$ cat src/hdl/gpt_pkg.sv
// Package for the gait phase tracker: widths, codes, constants and the
// command structs of the serial multiply and divide units. No dependencies.
`timescale 1ns / 1ps
`default_nettype none
package gpt_pkg;

   localparam int TimeW   = 32;
   localparam int SmpW    = 16;
   localparam int LevelW  = 15;
   localparam int LimitW  = 16;
   localparam int StepW   = 16;
   localparam int CadW    = 15;
   localparam int StrideW = 15;
   localparam int DsW     = 13;
   localparam int ShufW   = 10;
   localparam int InW     = 80;
   localparam int OutW    = 72;
   localparam int CsrIdxW = 3;
   localparam int CsrW    = 16;

   localparam int McandW  = 32;
   localparam int MplierW = 15;
   localparam int ProdW   = McandW + MplierW;
   localparam int MulCntW = 4;
   localparam int NumW    = 48;
   localparam int DenW    = 16;
   localparam int QuoW    = 15;
   localparam int DivCntW = 6;

   localparam logic [1:0] PH_SWING = 2'd0;
   localparam logic [1:0] PH_HEEL  = 2'd1;
   localparam logic [1:0] PH_MID   = 2'd2;
   localparam logic [1:0] PH_TOE   = 2'd3;

   localparam logic [CsrIdxW-1:0] CSR_HS_LEVEL  = 3'd0;
   localparam logic [CsrIdxW-1:0] CSR_STANCE    = 3'd1;
   localparam logic [CsrIdxW-1:0] CSR_SWING     = 3'd2;
   localparam logic [CsrIdxW-1:0] CSR_TOE_RATE  = 3'd3;
   localparam logic [CsrIdxW-1:0] CSR_MAX_STEP  = 3'd4;
   localparam logic [CsrIdxW-1:0] CSR_SHUF_LIM  = 3'd5;

   localparam logic [MulCntW-1:0] MUL_ITERS = 4'd15;
   localparam logic [NumW-1:0]    CAD_NUM   = 48'd600000 << 28;
   localparam logic [DivCntW-1:0] CAD_ITERS = 6'd20;
   localparam logic [MplierW-1:0] STR_MULT  = 15'd207;
   localparam logic [DenW-1:0]    STR_DIV   = 16'd400;
   localparam logic [DivCntW-1:0] STR_ITERS = 6'd23;
   localparam logic [DivCntW-1:0] DS_ITERS  = 6'd47;
   localparam logic [MplierW-1:0] DS_FIX_MULT = 15'd50;
   localparam logic [5:0]         DS_CAD_DIV  = 6'd60;
   localparam logic [5:0]         DS_FIX_DIV  = 6'd3;
   localparam logic [QuoW-1:0]    CAD_MAX   = 15'd32767;
   localparam logic [QuoW-1:0]    DS_CAP    = 15'd8000;
   localparam logic [SmpW:0]      ONE_G     = 17'd1024;
   localparam logic [ShufW:0]     SHUF_UP   = 11'd50;
   localparam logic [ShufW-1:0]   SHUF_DOWN = 10'd20;
   localparam logic [ShufW:0]     SHUF_MAX  = 11'd1000;

   typedef struct packed {
      logic               start;
      logic [McandW-1:0]  mcand;
      logic [MplierW-1:0] mplier;
   } mul_cmd_type;

   typedef struct packed {
      logic               start;
      logic [NumW-1:0]    num;
      logic [DenW-1:0]    den;
      logic [DivCntW-1:0] iters;
      logic [QuoW-1:0]    cap;
   } div_cmd_type;

   typedef enum logic [6:0] {
      ST_IDLE    = 7'b0000001,
      ST_DIV_CAD = 7'b0000010,
      ST_MUL_STR = 7'b0000100,
      ST_DIV_STR = 7'b0001000,
      ST_MUL_DS  = 7'b0010000,
      ST_DIV_DS  = 7'b0100000,
      ST_DONE    = 7'b1000000
   } state_type;

endpackage
`default_nettype wire

$ cat src/hdl/gpt_serial_mul.sv
// Shift-add multiplier, one multiplier bit per cycle.
// Depends on gpt_pkg.
`timescale 1ns / 1ps
`default_nettype none
module gpt_serial_mul
   import gpt_pkg::*;
(
   input  wire logic              clock,
   input  wire logic              reset,
   input  wire mul_cmd_type       cmd,
   output logic                   done,
   output logic [ProdW-1:0]       product
);

   logic               busy_ff;
   logic               done_ff;
   logic [MulCntW-1:0] cnt_ff;
   logic [ProdW-1:0]   acc_ff, acc_in;
   logic [ProdW-1:0]   mcand_ff;
   logic [MplierW-1:0] mplier_ff;

   assign acc_in = mplier_ff[0] ? acc_ff + mcand_ff : acc_ff;

   always_ff @(posedge clock) begin
      if (reset) begin
         busy_ff <= 1'b0;
         done_ff <= 1'b0;
         cnt_ff  <= '0;
      end else begin
         done_ff <= busy_ff && !cmd.start && (cnt_ff == MulCntW'(1));
         if (cmd.start) begin
            busy_ff <= 1'b1;
            cnt_ff  <= MUL_ITERS;
         end else if (busy_ff) begin
            cnt_ff <= cnt_ff - 1'b1;
            if (cnt_ff == MulCntW'(1)) begin
               busy_ff <= 1'b0;
            end
         end
      end
   end

   always_ff @(posedge clock) begin
      if (cmd.start) begin
         acc_ff    <= '0;
         mcand_ff  <= {{MplierW{1'b0}}, cmd.mcand};
         mplier_ff <= cmd.mplier;
      end else if (busy_ff) begin
         acc_ff    <= acc_in;
         mcand_ff  <= {mcand_ff[ProdW-2:0], 1'b0};
         mplier_ff <= {1'b0, mplier_ff[MplierW-1:1]};
      end
   end

   assign done    = done_ff;
   assign product = acc_ff;

endmodule
`default_nettype wire

$ cat src/hdl/gpt_serial_div.sv
// Restoring divider, one quotient bit per cycle, quotient saturated to a cap.
// Numerator arrives left-aligned. Depends on gpt_pkg.
`timescale 1ns / 1ps
`default_nettype none
module gpt_serial_div
   import gpt_pkg::*;
(
   input  wire logic              clock,
   input  wire logic              reset,
   input  wire div_cmd_type       cmd,
   output logic                   done,
   output logic [QuoW-1:0]        quotient
);

   logic               busy_ff;
   logic               done_ff;
   logic [DivCntW-1:0] cnt_ff;
   logic [NumW-1:0]    num_ff;
   logic [DenW-1:0]    den_ff;
   logic [DenW-1:0]    rem_ff, rem_in;
   logic [QuoW-1:0]    quo_ff;
   logic [QuoW-1:0]    cap_ff;
   logic               ovf_ff;
   logic [DenW:0]      shifted;
   logic [DenW:0]      diff;
   logic               fits;

   assign shifted = {rem_ff, num_ff[NumW-1]};
   assign fits    = shifted >= {1'b0, den_ff};
   assign diff    = shifted - {1'b0, den_ff};
   assign rem_in  = fits ? diff[DenW-1:0] : shifted[DenW-1:0];

   always_ff @(posedge clock) begin
      if (reset) begin
         busy_ff <= 1'b0;
         done_ff <= 1'b0;
         cnt_ff  <= '0;
      end else begin
         done_ff <= busy_ff && !cmd.start && (cnt_ff == DivCntW'(1));
         if (cmd.start) begin
            busy_ff <= 1'b1;
            cnt_ff  <= cmd.iters;
         end else if (busy_ff) begin
            cnt_ff <= cnt_ff - 1'b1;
            if (cnt_ff == DivCntW'(1)) begin
               busy_ff <= 1'b0;
            end
         end
      end
   end

   always_ff @(posedge clock) begin
      if (cmd.start) begin
         num_ff <= cmd.num;
         den_ff <= cmd.den;
         cap_ff <= cmd.cap;
         rem_ff <= '0;
         quo_ff <= '0;
         ovf_ff <= 1'b0;
      end else if (busy_ff) begin
         num_ff <= {num_ff[NumW-2:0], 1'b0};
         rem_ff <= rem_in;
         quo_ff <= {quo_ff[QuoW-2:0], fits};
         ovf_ff <= ovf_ff | quo_ff[QuoW-1];
      end
   end

   assign done     = done_ff;
   assign quotient = (ovf_ff || quo_ff > cap_ff) ? cap_ff : quo_ff;

endmodule
`default_nettype wire

$ cat src/hdl/gait_phase_tracker.sv
// Gait phase tracker top level: phase machine, metric registers, sequencer.
// Plain samples go straight to the result; a heel strike that updates cadence runs a
// 20-step cadence divide, a 15-step multiply and a 23-step stride divide; toe off runs
// a 15-step multiply and a 47-step divide. One sample is in work at a time.
// The result register lets the next beat be accepted while a result waits.
// Synchronous reset restores all thresholds and clears phase, counts and metrics.
`timescale 1ns / 1ps
`default_nettype none
module gait_phase_tracker
   import gpt_pkg::*;
(
   input  wire logic               clock,
   input  wire logic               reset,
   input  wire logic               req_tvalid,
   output logic                    req_tready,
   // time_ms, vertical_accel, sagittal_rate, accel_magnitude
   input  wire logic [InW-1:0]     req_tdata,
   output logic                    rsp_tvalid,
   input  wire logic               rsp_tready,
   // phase, step_total, cadence_deci_spm, stride_mm, double_support_cpct,
   // shuffle_permille, one zero pad bit
   output logic [OutW-1:0]         rsp_tdata,
   input  wire logic               csr_we,
   input  wire logic [CsrIdxW-1:0] csr_index,
   input  wire logic [CsrW-1:0]    csr_wdata
);

   logic [LevelW-1:0] hs_level_ff, band_ff, swing_level_ff, toe_rate_ff;
   logic [LimitW-1:0] max_step_ff, shuf_lim_ff;

   state_type          state_ff;
   logic [1:0]         phase_ff, phase_in;
   logic [TimeW-1:0]   last_ff;
   logic               seen_ff;
   logic [StepW-1:0]   steps_ff;
   logic [CadW-1:0]    cad_ff;
   logic [StrideW-1:0] stride_ff;
   logic [DsW-1:0]     ds_ff;
   logic [ShufW-1:0]   shuf_ff, shuf_in;
   logic [5:0]         ds_den_ff;
   logic               rsp_valid_ff;
   logic [OutW-1:0]    rsp_data_ff;

   logic [TimeW-1:0]  t_smp;
   logic [SmpW-1:0]   az, gy, mag;
   logic [SmpW-1:0]   az_abs, gy_abs, dev_abs;
   logic [SmpW:0]     dev;
   logic [TimeW-1:0]  dt;
   logic              accept;
   logic              strike, upd, stance, toe, to_swing;
   logic              out_free;
   logic [ShufW:0]    shuf_up;

   mul_cmd_type       mul_cmd;
   div_cmd_type       div_cmd;
   logic              mul_done, div_done;
   logic [ProdW-1:0]  mul_p;
   logic [QuoW-1:0]   div_q;

   gpt_serial_mul u_mul (
      .clock   (clock),
      .reset   (reset),
      .cmd     (mul_cmd),
      .done    (mul_done),
      .product (mul_p)
   );

   gpt_serial_div u_div (
      .clock    (clock),
      .reset    (reset),
      .cmd      (div_cmd),
      .done     (div_done),
      .quotient (div_q)
   );

   assign t_smp   = req_tdata[31:0];
   assign az      = req_tdata[47:32];
   assign gy      = req_tdata[63:48];
   assign mag     = req_tdata[79:64];
   assign az_abs  = az[SmpW-1] ? ~az + 1'b1 : az;
   assign gy_abs  = gy[SmpW-1] ? ~gy + 1'b1 : gy;
   assign dev     = {1'b0, mag} - ONE_G;
   assign dev_abs = dev[SmpW] ? SmpW'(~dev + 1'b1) : dev[SmpW-1:0];
   assign dt      = t_smp - last_ff;

   assign req_tready = (state_ff == ST_IDLE);
   assign accept     = req_tvalid && req_tready;

   assign strike   = (phase_ff == PH_SWING) && (az_abs > {1'b0, hs_level_ff});
   assign upd      = strike && seen_ff && (dt < {16'b0, max_step_ff});
   assign stance   = (phase_ff == PH_HEEL) && (dev_abs < {1'b0, band_ff});
   assign toe      = (phase_ff == PH_MID) && (gy_abs > {1'b0, toe_rate_ff});
   assign to_swing = (phase_ff == PH_TOE) && (mag < {1'b0, swing_level_ff});

   always_comb begin
      phase_in = phase_ff;
      case (phase_ff)
         PH_SWING: if (strike) phase_in = PH_HEEL;
         PH_HEEL:  if (stance) phase_in = PH_MID;
         PH_MID:   if (toe) phase_in = PH_TOE;
         PH_TOE:   if (to_swing) phase_in = PH_SWING;
         default:  phase_in = phase_ff;
      endcase
   end

   always_comb begin
      mul_cmd = '0;
      if (state_ff == ST_IDLE && accept && toe) begin
         mul_cmd.start  = 1'b1;
         mul_cmd.mcand  = dt;
         mul_cmd.mplier = (cad_ff != '0) ? cad_ff : DS_FIX_MULT;
      end else if (state_ff == ST_DIV_CAD && div_done) begin
         mul_cmd.start  = 1'b1;
         mul_cmd.mcand  = {{(McandW-QuoW){1'b0}}, div_q};
         mul_cmd.mplier = STR_MULT;
      end
   end

   always_comb begin
      div_cmd = '0;
      if (state_ff == ST_IDLE && accept && upd) begin
         div_cmd.start = 1'b1;
         div_cmd.num   = CAD_NUM;
         div_cmd.den   = dt[DenW-1:0];
         div_cmd.iters = CAD_ITERS;
         div_cmd.cap   = CAD_MAX;
      end else if (state_ff == ST_MUL_STR && mul_done) begin
         div_cmd.start = 1'b1;
         div_cmd.num   = {mul_p[22:0], 25'b0};
         div_cmd.den   = STR_DIV;
         div_cmd.iters = STR_ITERS;
         div_cmd.cap   = CAD_MAX;
      end else if (state_ff == ST_MUL_DS && mul_done) begin
         div_cmd.start = 1'b1;
         div_cmd.num   = {mul_p, 1'b0};
         div_cmd.den   = {10'b0, ds_den_ff};
         div_cmd.iters = DS_ITERS;
         div_cmd.cap   = DS_CAP;
      end
   end

   assign shuf_up = {1'b0, shuf_ff} + SHUF_UP;
   always_comb begin
      if (stride_ff != '0 && {1'b0, stride_ff} < shuf_lim_ff) begin
         shuf_in = (shuf_up > SHUF_MAX) ? SHUF_MAX[ShufW-1:0] : shuf_up[ShufW-1:0];
      end else begin
         shuf_in = (shuf_ff > SHUF_DOWN) ? shuf_ff - SHUF_DOWN : '0;
      end
   end

   assign out_free = !rsp_valid_ff || rsp_tready;

   always_ff @(posedge clock) begin
      if (reset) begin
         hs_level_ff    <= 15'd1638;
         band_ff        <= 15'd410;
         swing_level_ff <= 15'd717;
         toe_rate_ff    <= 15'd2400;
         max_step_ff    <= 16'd3000;
         shuf_lim_ff    <= 16'd300;
      end else if (csr_we) begin
         case (csr_index)
            CSR_HS_LEVEL: hs_level_ff    <= csr_wdata[LevelW-1:0];
            CSR_STANCE:   band_ff        <= csr_wdata[LevelW-1:0];
            CSR_SWING:    swing_level_ff <= csr_wdata[LevelW-1:0];
            CSR_TOE_RATE: toe_rate_ff    <= csr_wdata[LevelW-1:0];
            CSR_MAX_STEP: max_step_ff    <= csr_wdata;
            CSR_SHUF_LIM: shuf_lim_ff    <= csr_wdata;
            default: ;
         endcase
      end
   end

   always_ff @(posedge clock) begin
      if (reset) begin
         state_ff     <= ST_IDLE;
         phase_ff     <= PH_SWING;
         last_ff      <= '0;
         seen_ff      <= 1'b0;
         steps_ff     <= '0;
         cad_ff       <= '0;
         stride_ff    <= '0;
         ds_ff        <= '0;
         shuf_ff      <= '0;
         ds_den_ff    <= '0;
         rsp_valid_ff <= 1'b0;
      end else begin
         if (state_ff == ST_DONE && out_free) begin
            rsp_valid_ff <= 1'b1;
         end else if (rsp_valid_ff && rsp_tready) begin
            rsp_valid_ff <= 1'b0;
         end
         case (state_ff)
            ST_IDLE: begin
               if (accept) begin
                  phase_ff <= phase_in;
                  if (strike) begin
                     last_ff  <= t_smp;
                     seen_ff  <= 1'b1;
                     steps_ff <= steps_ff + 1'b1;
                  end
                  ds_den_ff <= (cad_ff != '0) ? DS_CAD_DIV : DS_FIX_DIV;
                  if (upd)      state_ff <= ST_DIV_CAD;
                  else if (toe) state_ff <= ST_MUL_DS;
                  else          state_ff <= ST_DONE;
               end
            end
            ST_DIV_CAD: begin
               if (div_done) begin
                  cad_ff   <= div_q;
                  state_ff <= ST_MUL_STR;
               end
            end
            ST_MUL_STR: if (mul_done) state_ff <= ST_DIV_STR;
            ST_DIV_STR: begin
               if (div_done) begin
                  stride_ff <= div_q;
                  state_ff  <= ST_DONE;
               end
            end
            ST_MUL_DS: if (mul_done) state_ff <= ST_DIV_DS;
            ST_DIV_DS: begin
               if (div_done) begin
                  ds_ff    <= div_q[DsW-1:0];
                  state_ff <= ST_DONE;
               end
            end
            ST_DONE: begin
               if (out_free) begin
                  shuf_ff  <= shuf_in;
                  state_ff <= ST_IDLE;
               end
            end
            default: state_ff <= ST_IDLE;
         endcase
      end
   end

   always_ff @(posedge clock) begin
      if (state_ff == ST_DONE && out_free) begin
         rsp_data_ff <= {1'b0, shuf_in, ds_ff, stride_ff, cad_ff, steps_ff, phase_ff};
      end
   end

   assign rsp_tvalid = rsp_valid_ff;
   assign rsp_tdata  = rsp_data_ff;

endmodule
`default_nettype wire

$ cat config.mk
export PLATFORM = sky130hd
export DESIGN_NAME = gait_phase_tracker
export DESIGN_NICKNAME = d
export VERILOG_FILES = /design/src/hdl/gpt_pkg.sv /design/src/hdl/gpt_serial_mul.sv /design/src/hdl/gpt_serial_div.sv /design/src/hdl/gait_phase_tracker.sv
export SDC_FILE = /design/constraint.sdc
export NUM_CORES = 1
export LEC_CHECK = 0
export BUFFER_PORTS_ARGS = -buffer_cell sky130_fd_sc_hd__buf_2
export CORE_UTILIZATION = 50
export CTS_BUF_LIST = sky130_fd_sc_hd__clkbuf_4 sky130_fd_sc_hd__clkbuf_8
export DETAILED_ROUTE_END_ITERATION = 16
export PLACE_DENSITY_LB_ADDON = 0.1
export SLEW_MARGIN = 20
export SYNTH_ARGS = -nofsm -noshare
export SYNTH_HDL_FRONTEND = slang
export SYNTH_HIERARCHICAL = 1
export SYNTH_SLANG_ARGS = --single-unit
$ cat constraint.sdc
create_clock -name clock -period 13.6 [get_ports clock]
set_input_delay 0.68 -clock clock [delete_from_list [all_inputs] [get_ports clock]]
set_output_delay 0.68 -clock clock [all_outputs]
set_load 0.005 [all_outputs]
==> results.cfg <==
[floorplan]
die_x_um = 246.3
initial_core_util_pct = 50.55
row_count = 89
core_area_um2 = 59020
io_pins = 178
dieHeight_um = 246.3
die_area_um2 = 60650

[critical_path]
required_ns = 13.92
cp_max_fo = 68
cp_data_arrival_time_ns = 7.51
setup.worst_path.class = register to register
r2r_end = u_div/num_ff[4]
cp-end-kind = register
startpoint_type = register
r2r_start = last_ff[2]
reg2reg_depth = 26
rrSetupSlack_ns = 6.41

[pwr]
p_sw_share_pct = 32.45
p_switching_mw = 1.388
ir_worst_vdd_mv = 0.09623
internal_power_mw = 2.889
pwr-share-seq_pct = 41.7
p_comb_share_pct = 23.2
power_density_nw_per_um2 = 129.0
power.share.clock_pct = 35.1
p_leak_nw = 13.38

[layout]
areaGrowthSynthToFinish_pct = 11.13
fillers = 5376
final_nets = 3734
drive_above_1_share_pct = 14.90

[global_route]
grt_pass1_wl_mm = 126.9
grt_antenna_before_repair = 3
grt.total_usage_pct = 26.47
grt_pass1_vias = 23430
grt_max_degree = 90
grt_overflow_total = 0

[clock_network]
clk_pin_slew_ns = 0.07
clock-sinks = 511
h-tree-depth = 3
holdBufCountCts = 0
cts_setup_buffers = 0
cts_buffer_depth = 3
cts_root_buf = clkbuf_8
clock_latency_ns = 0.71
cts_resized = 0
numCtsBuffers = 89
cts_tree = built

[sta]
rsz0062_at_grt = false
relSlewSlack_pct = 30.78
hold_ws_ns = 0.2356
period_needed_ns = 7.190
fmax_mhz = 139.1
final-setup-viol-count = 0
worst_pin_slew_ns = 1.038
setup_tns_ns = 0
hold_viol = 0
period_share_pct = 52.86
report.final.slew_viol_count = 0
worst_clock_skew_ns = 0.03836

[hold_path]
hold_class = primary input to register
min_to = last_ff[2]
holdCritStartpoint = req_tdata[2]
hold_path_depth = 3

[place]
port_buffers = 176
routabilityCongestion = 0.9263
hpwlAfterDp_mm = 59.71

[synth]
synth.distinct_cells = 98
synth_top_family_by_area = compound AO/OA/AOI/OAI gates
synth_area_leader_cell = dfxtp_1
synth.area.top_cells = dfxtp_1 21%, edfxtp_1 20%, ha_1 8.9%, nand2_1 5.0%, a21oi_1 4.4%
synthTopCellsByCount = 398 x nand2_1, 314 x dfxtp_1, 263 x a21oi_1
synth_edf_count = 197
synth.most_common_cell = nand2_1
syn_inst = 3283
synth-xor-area-share_pct = 3.611
syn_area_um2 = 29840
synth-simple-area-share_pct = 16.64
ys_seq_elements = 511
ys_seq_area_share_pct = 40.90
synthAdderAreaFrac_pct = 9.134
post-synth-top-area-fraction_pct = 21.07
async_flop_share_pct = 0
synth_ff_type = dfxtp_1
synth_compound_area_share_pct = 16.88
synth.avg_cell_area_um2 = 9.088
yosys_warnings = 6
synthMuxAreaShare_pct = 7.683

[drt]
wl_per_cell_um = 19.03
wl_mm = 81.19
final_antenna_net_count = 0
via_per_inst = 5.744
vias = 24510
drt-pass1-iter-count = 6
drt_iter0_drc = 1748
drc = 0

[status]
status = complete, no violations

[run]
cap_violations = 0
==> per-layer routing <==
layer  global-route usage [%]  vias to the layer above  routed length [µm]
li1                         -                    12010                   -
met1                    37.06                    11710               37920
met2                    41.14                      646               36220
met3                    4.150                      143                4488
met4                    9.568                        0                2560
met5                        0                        -                   0
==> power groups by stage <==
stage | sequential [mW] | combinational (mW) | clock, mW
after floorplan | 1.76 | 0.726 | 0
after global placement | 1.81 | 0.953 | 0
after detailed placement | 1.81 | 0.974 | 0
after CTS | 1.78 | 0.980 | 1.54
after global routing | 1.79 | 1.10 | 1.60
final | 1.78 | 0.993 | 1.50
==> worst max path at each step <==
stage                       from          endpoint  slack, ns  depth (start not counted)
detailed placement  req_tdata[2]  u_div/num_ff[28]       6.03                         26
finish                last_ff[2]   u_div/num_ff[4]       6.41                         26
global placement    req_tdata[2]   u_div/num_ff[5]       6.18                         26
floorplan           req_tdata[2]   u_div/num_ff[0]       6.52                         24
global route          last_ff[2]  u_div/num_ff[30]       5.89                         26
CTS                   last_ff[2]   u_div/num_ff[4]       6.45                         26
==> sequential cells by signal, summed over array words and instances (netlist names), 16 cells and up <==
register / count
u_div/den_ff: 16
u_div/num_ff: 48
u_div/rem_ff: 16
max_step_ff: 16
u_mul/mcand_ff: 47
steps_ff: 16
u_mul/product: 47
last_ff: 32
rsp_tdata: 71
shuf_lim_ff: 16
==> worst max-delay path: stages, from the launching register on <==
cell	delay, ns
dfxtp_1	0.33
inv_1	0.04
ha_1	0.33
o211ai_1	0.21
a21o_1	0.25
a21o_1	0.18
nand2_1	0.10
a2111o_1	0.43
a31oi_1	0.26
o21a_1	0.17
xor2_1	0.28
inv_1	0.08
ha_1	0.29
a21oi_1	0.15
nor2b_1	0.05
o21ai_0	0.14
o2111ai_1	0.12
a211oi_1	0.25
o211ai_1	0.14
nor3_1	0.21
nand4_2	0.13
buf_4	0.29
nand2b_4	0.50
buf_4	0.77
nor2_1	0.32
inv_1	0.12
buf_4	0.53
==> kinds of logic after synthesis <==
kind of cell / after synthesis
AO/OA/AOI/OAI: 779
XOR/XNOR: 123
adder cells (fa/ha/maj): 216
buffers and inverters: 385
flip-flops: 511
multiplexers: 214
other: 1
AND/OR/NAND/NOR: 1054
==> cell type report <==
class,count,area (µm²),area share (%)
inverter,225,844.6,2.547
clock buffer,135,1677,5.056
antenna,4,10.01,0.03019
timing repair buffer,199,1060,3.196
multi-input combinational,2388,16160,48.73
clock inverter,32,239.0,0.7207
sequential,511,12200,36.80
tap,773,967.2,2.917
==> metrics by stage <==
step / util [%] / power [mW] / setup WS, ns / cell area [µm²] / std cells
floorplan: - / 2.481 / 6.516 / 29840 / 3284
global placement: 52.88 / 2.766 / 6.183 / 31210 / 4096
detailed placement: 52.89 / 2.788 / 6.032 / 31210 / 4096
CTS: 56.13 / 4.299 / 6.447 / 33130 / 4263
global route: 56.17 / 4.489 / 5.890 / 33150 / 4265
finish: 56.18 / 4.277 / 6.410 / 33160 / 4267
==> layout by cell type, fill, tap and decap left out, types with 20 or more instances in the layout <==
cell	synthesis	layout
a211oi_1	25	25
a21o_1	75	75
a21oi_1	263	263
and2_1	57	57
buf_2	15	175
buf_4	6	23
clkbuf_4	0	29
clkbuf_8	0	106
dfxtp_1	314	314
edfxtp_1	197	197
ha_1	213	213
inv_1	224	223
mux2_2	99	99
mux2i_1	103	103
nand2_1	398	397
nand2b_1	21	20
nand3_1	57	57
nand4_1	53	53
nor2_1	261	257
nor2b_1	30	30
nor3_1	42	39
o211ai_1	50	50
o21a_1	29	29
o21ai_0	121	121
o21ai_1	21	21
o31ai_1	20	20
or3_1	24	24
xnor2_1	77	77
xor2_1	46	46
Note: power is estimated with default switching activity, not from simulation.
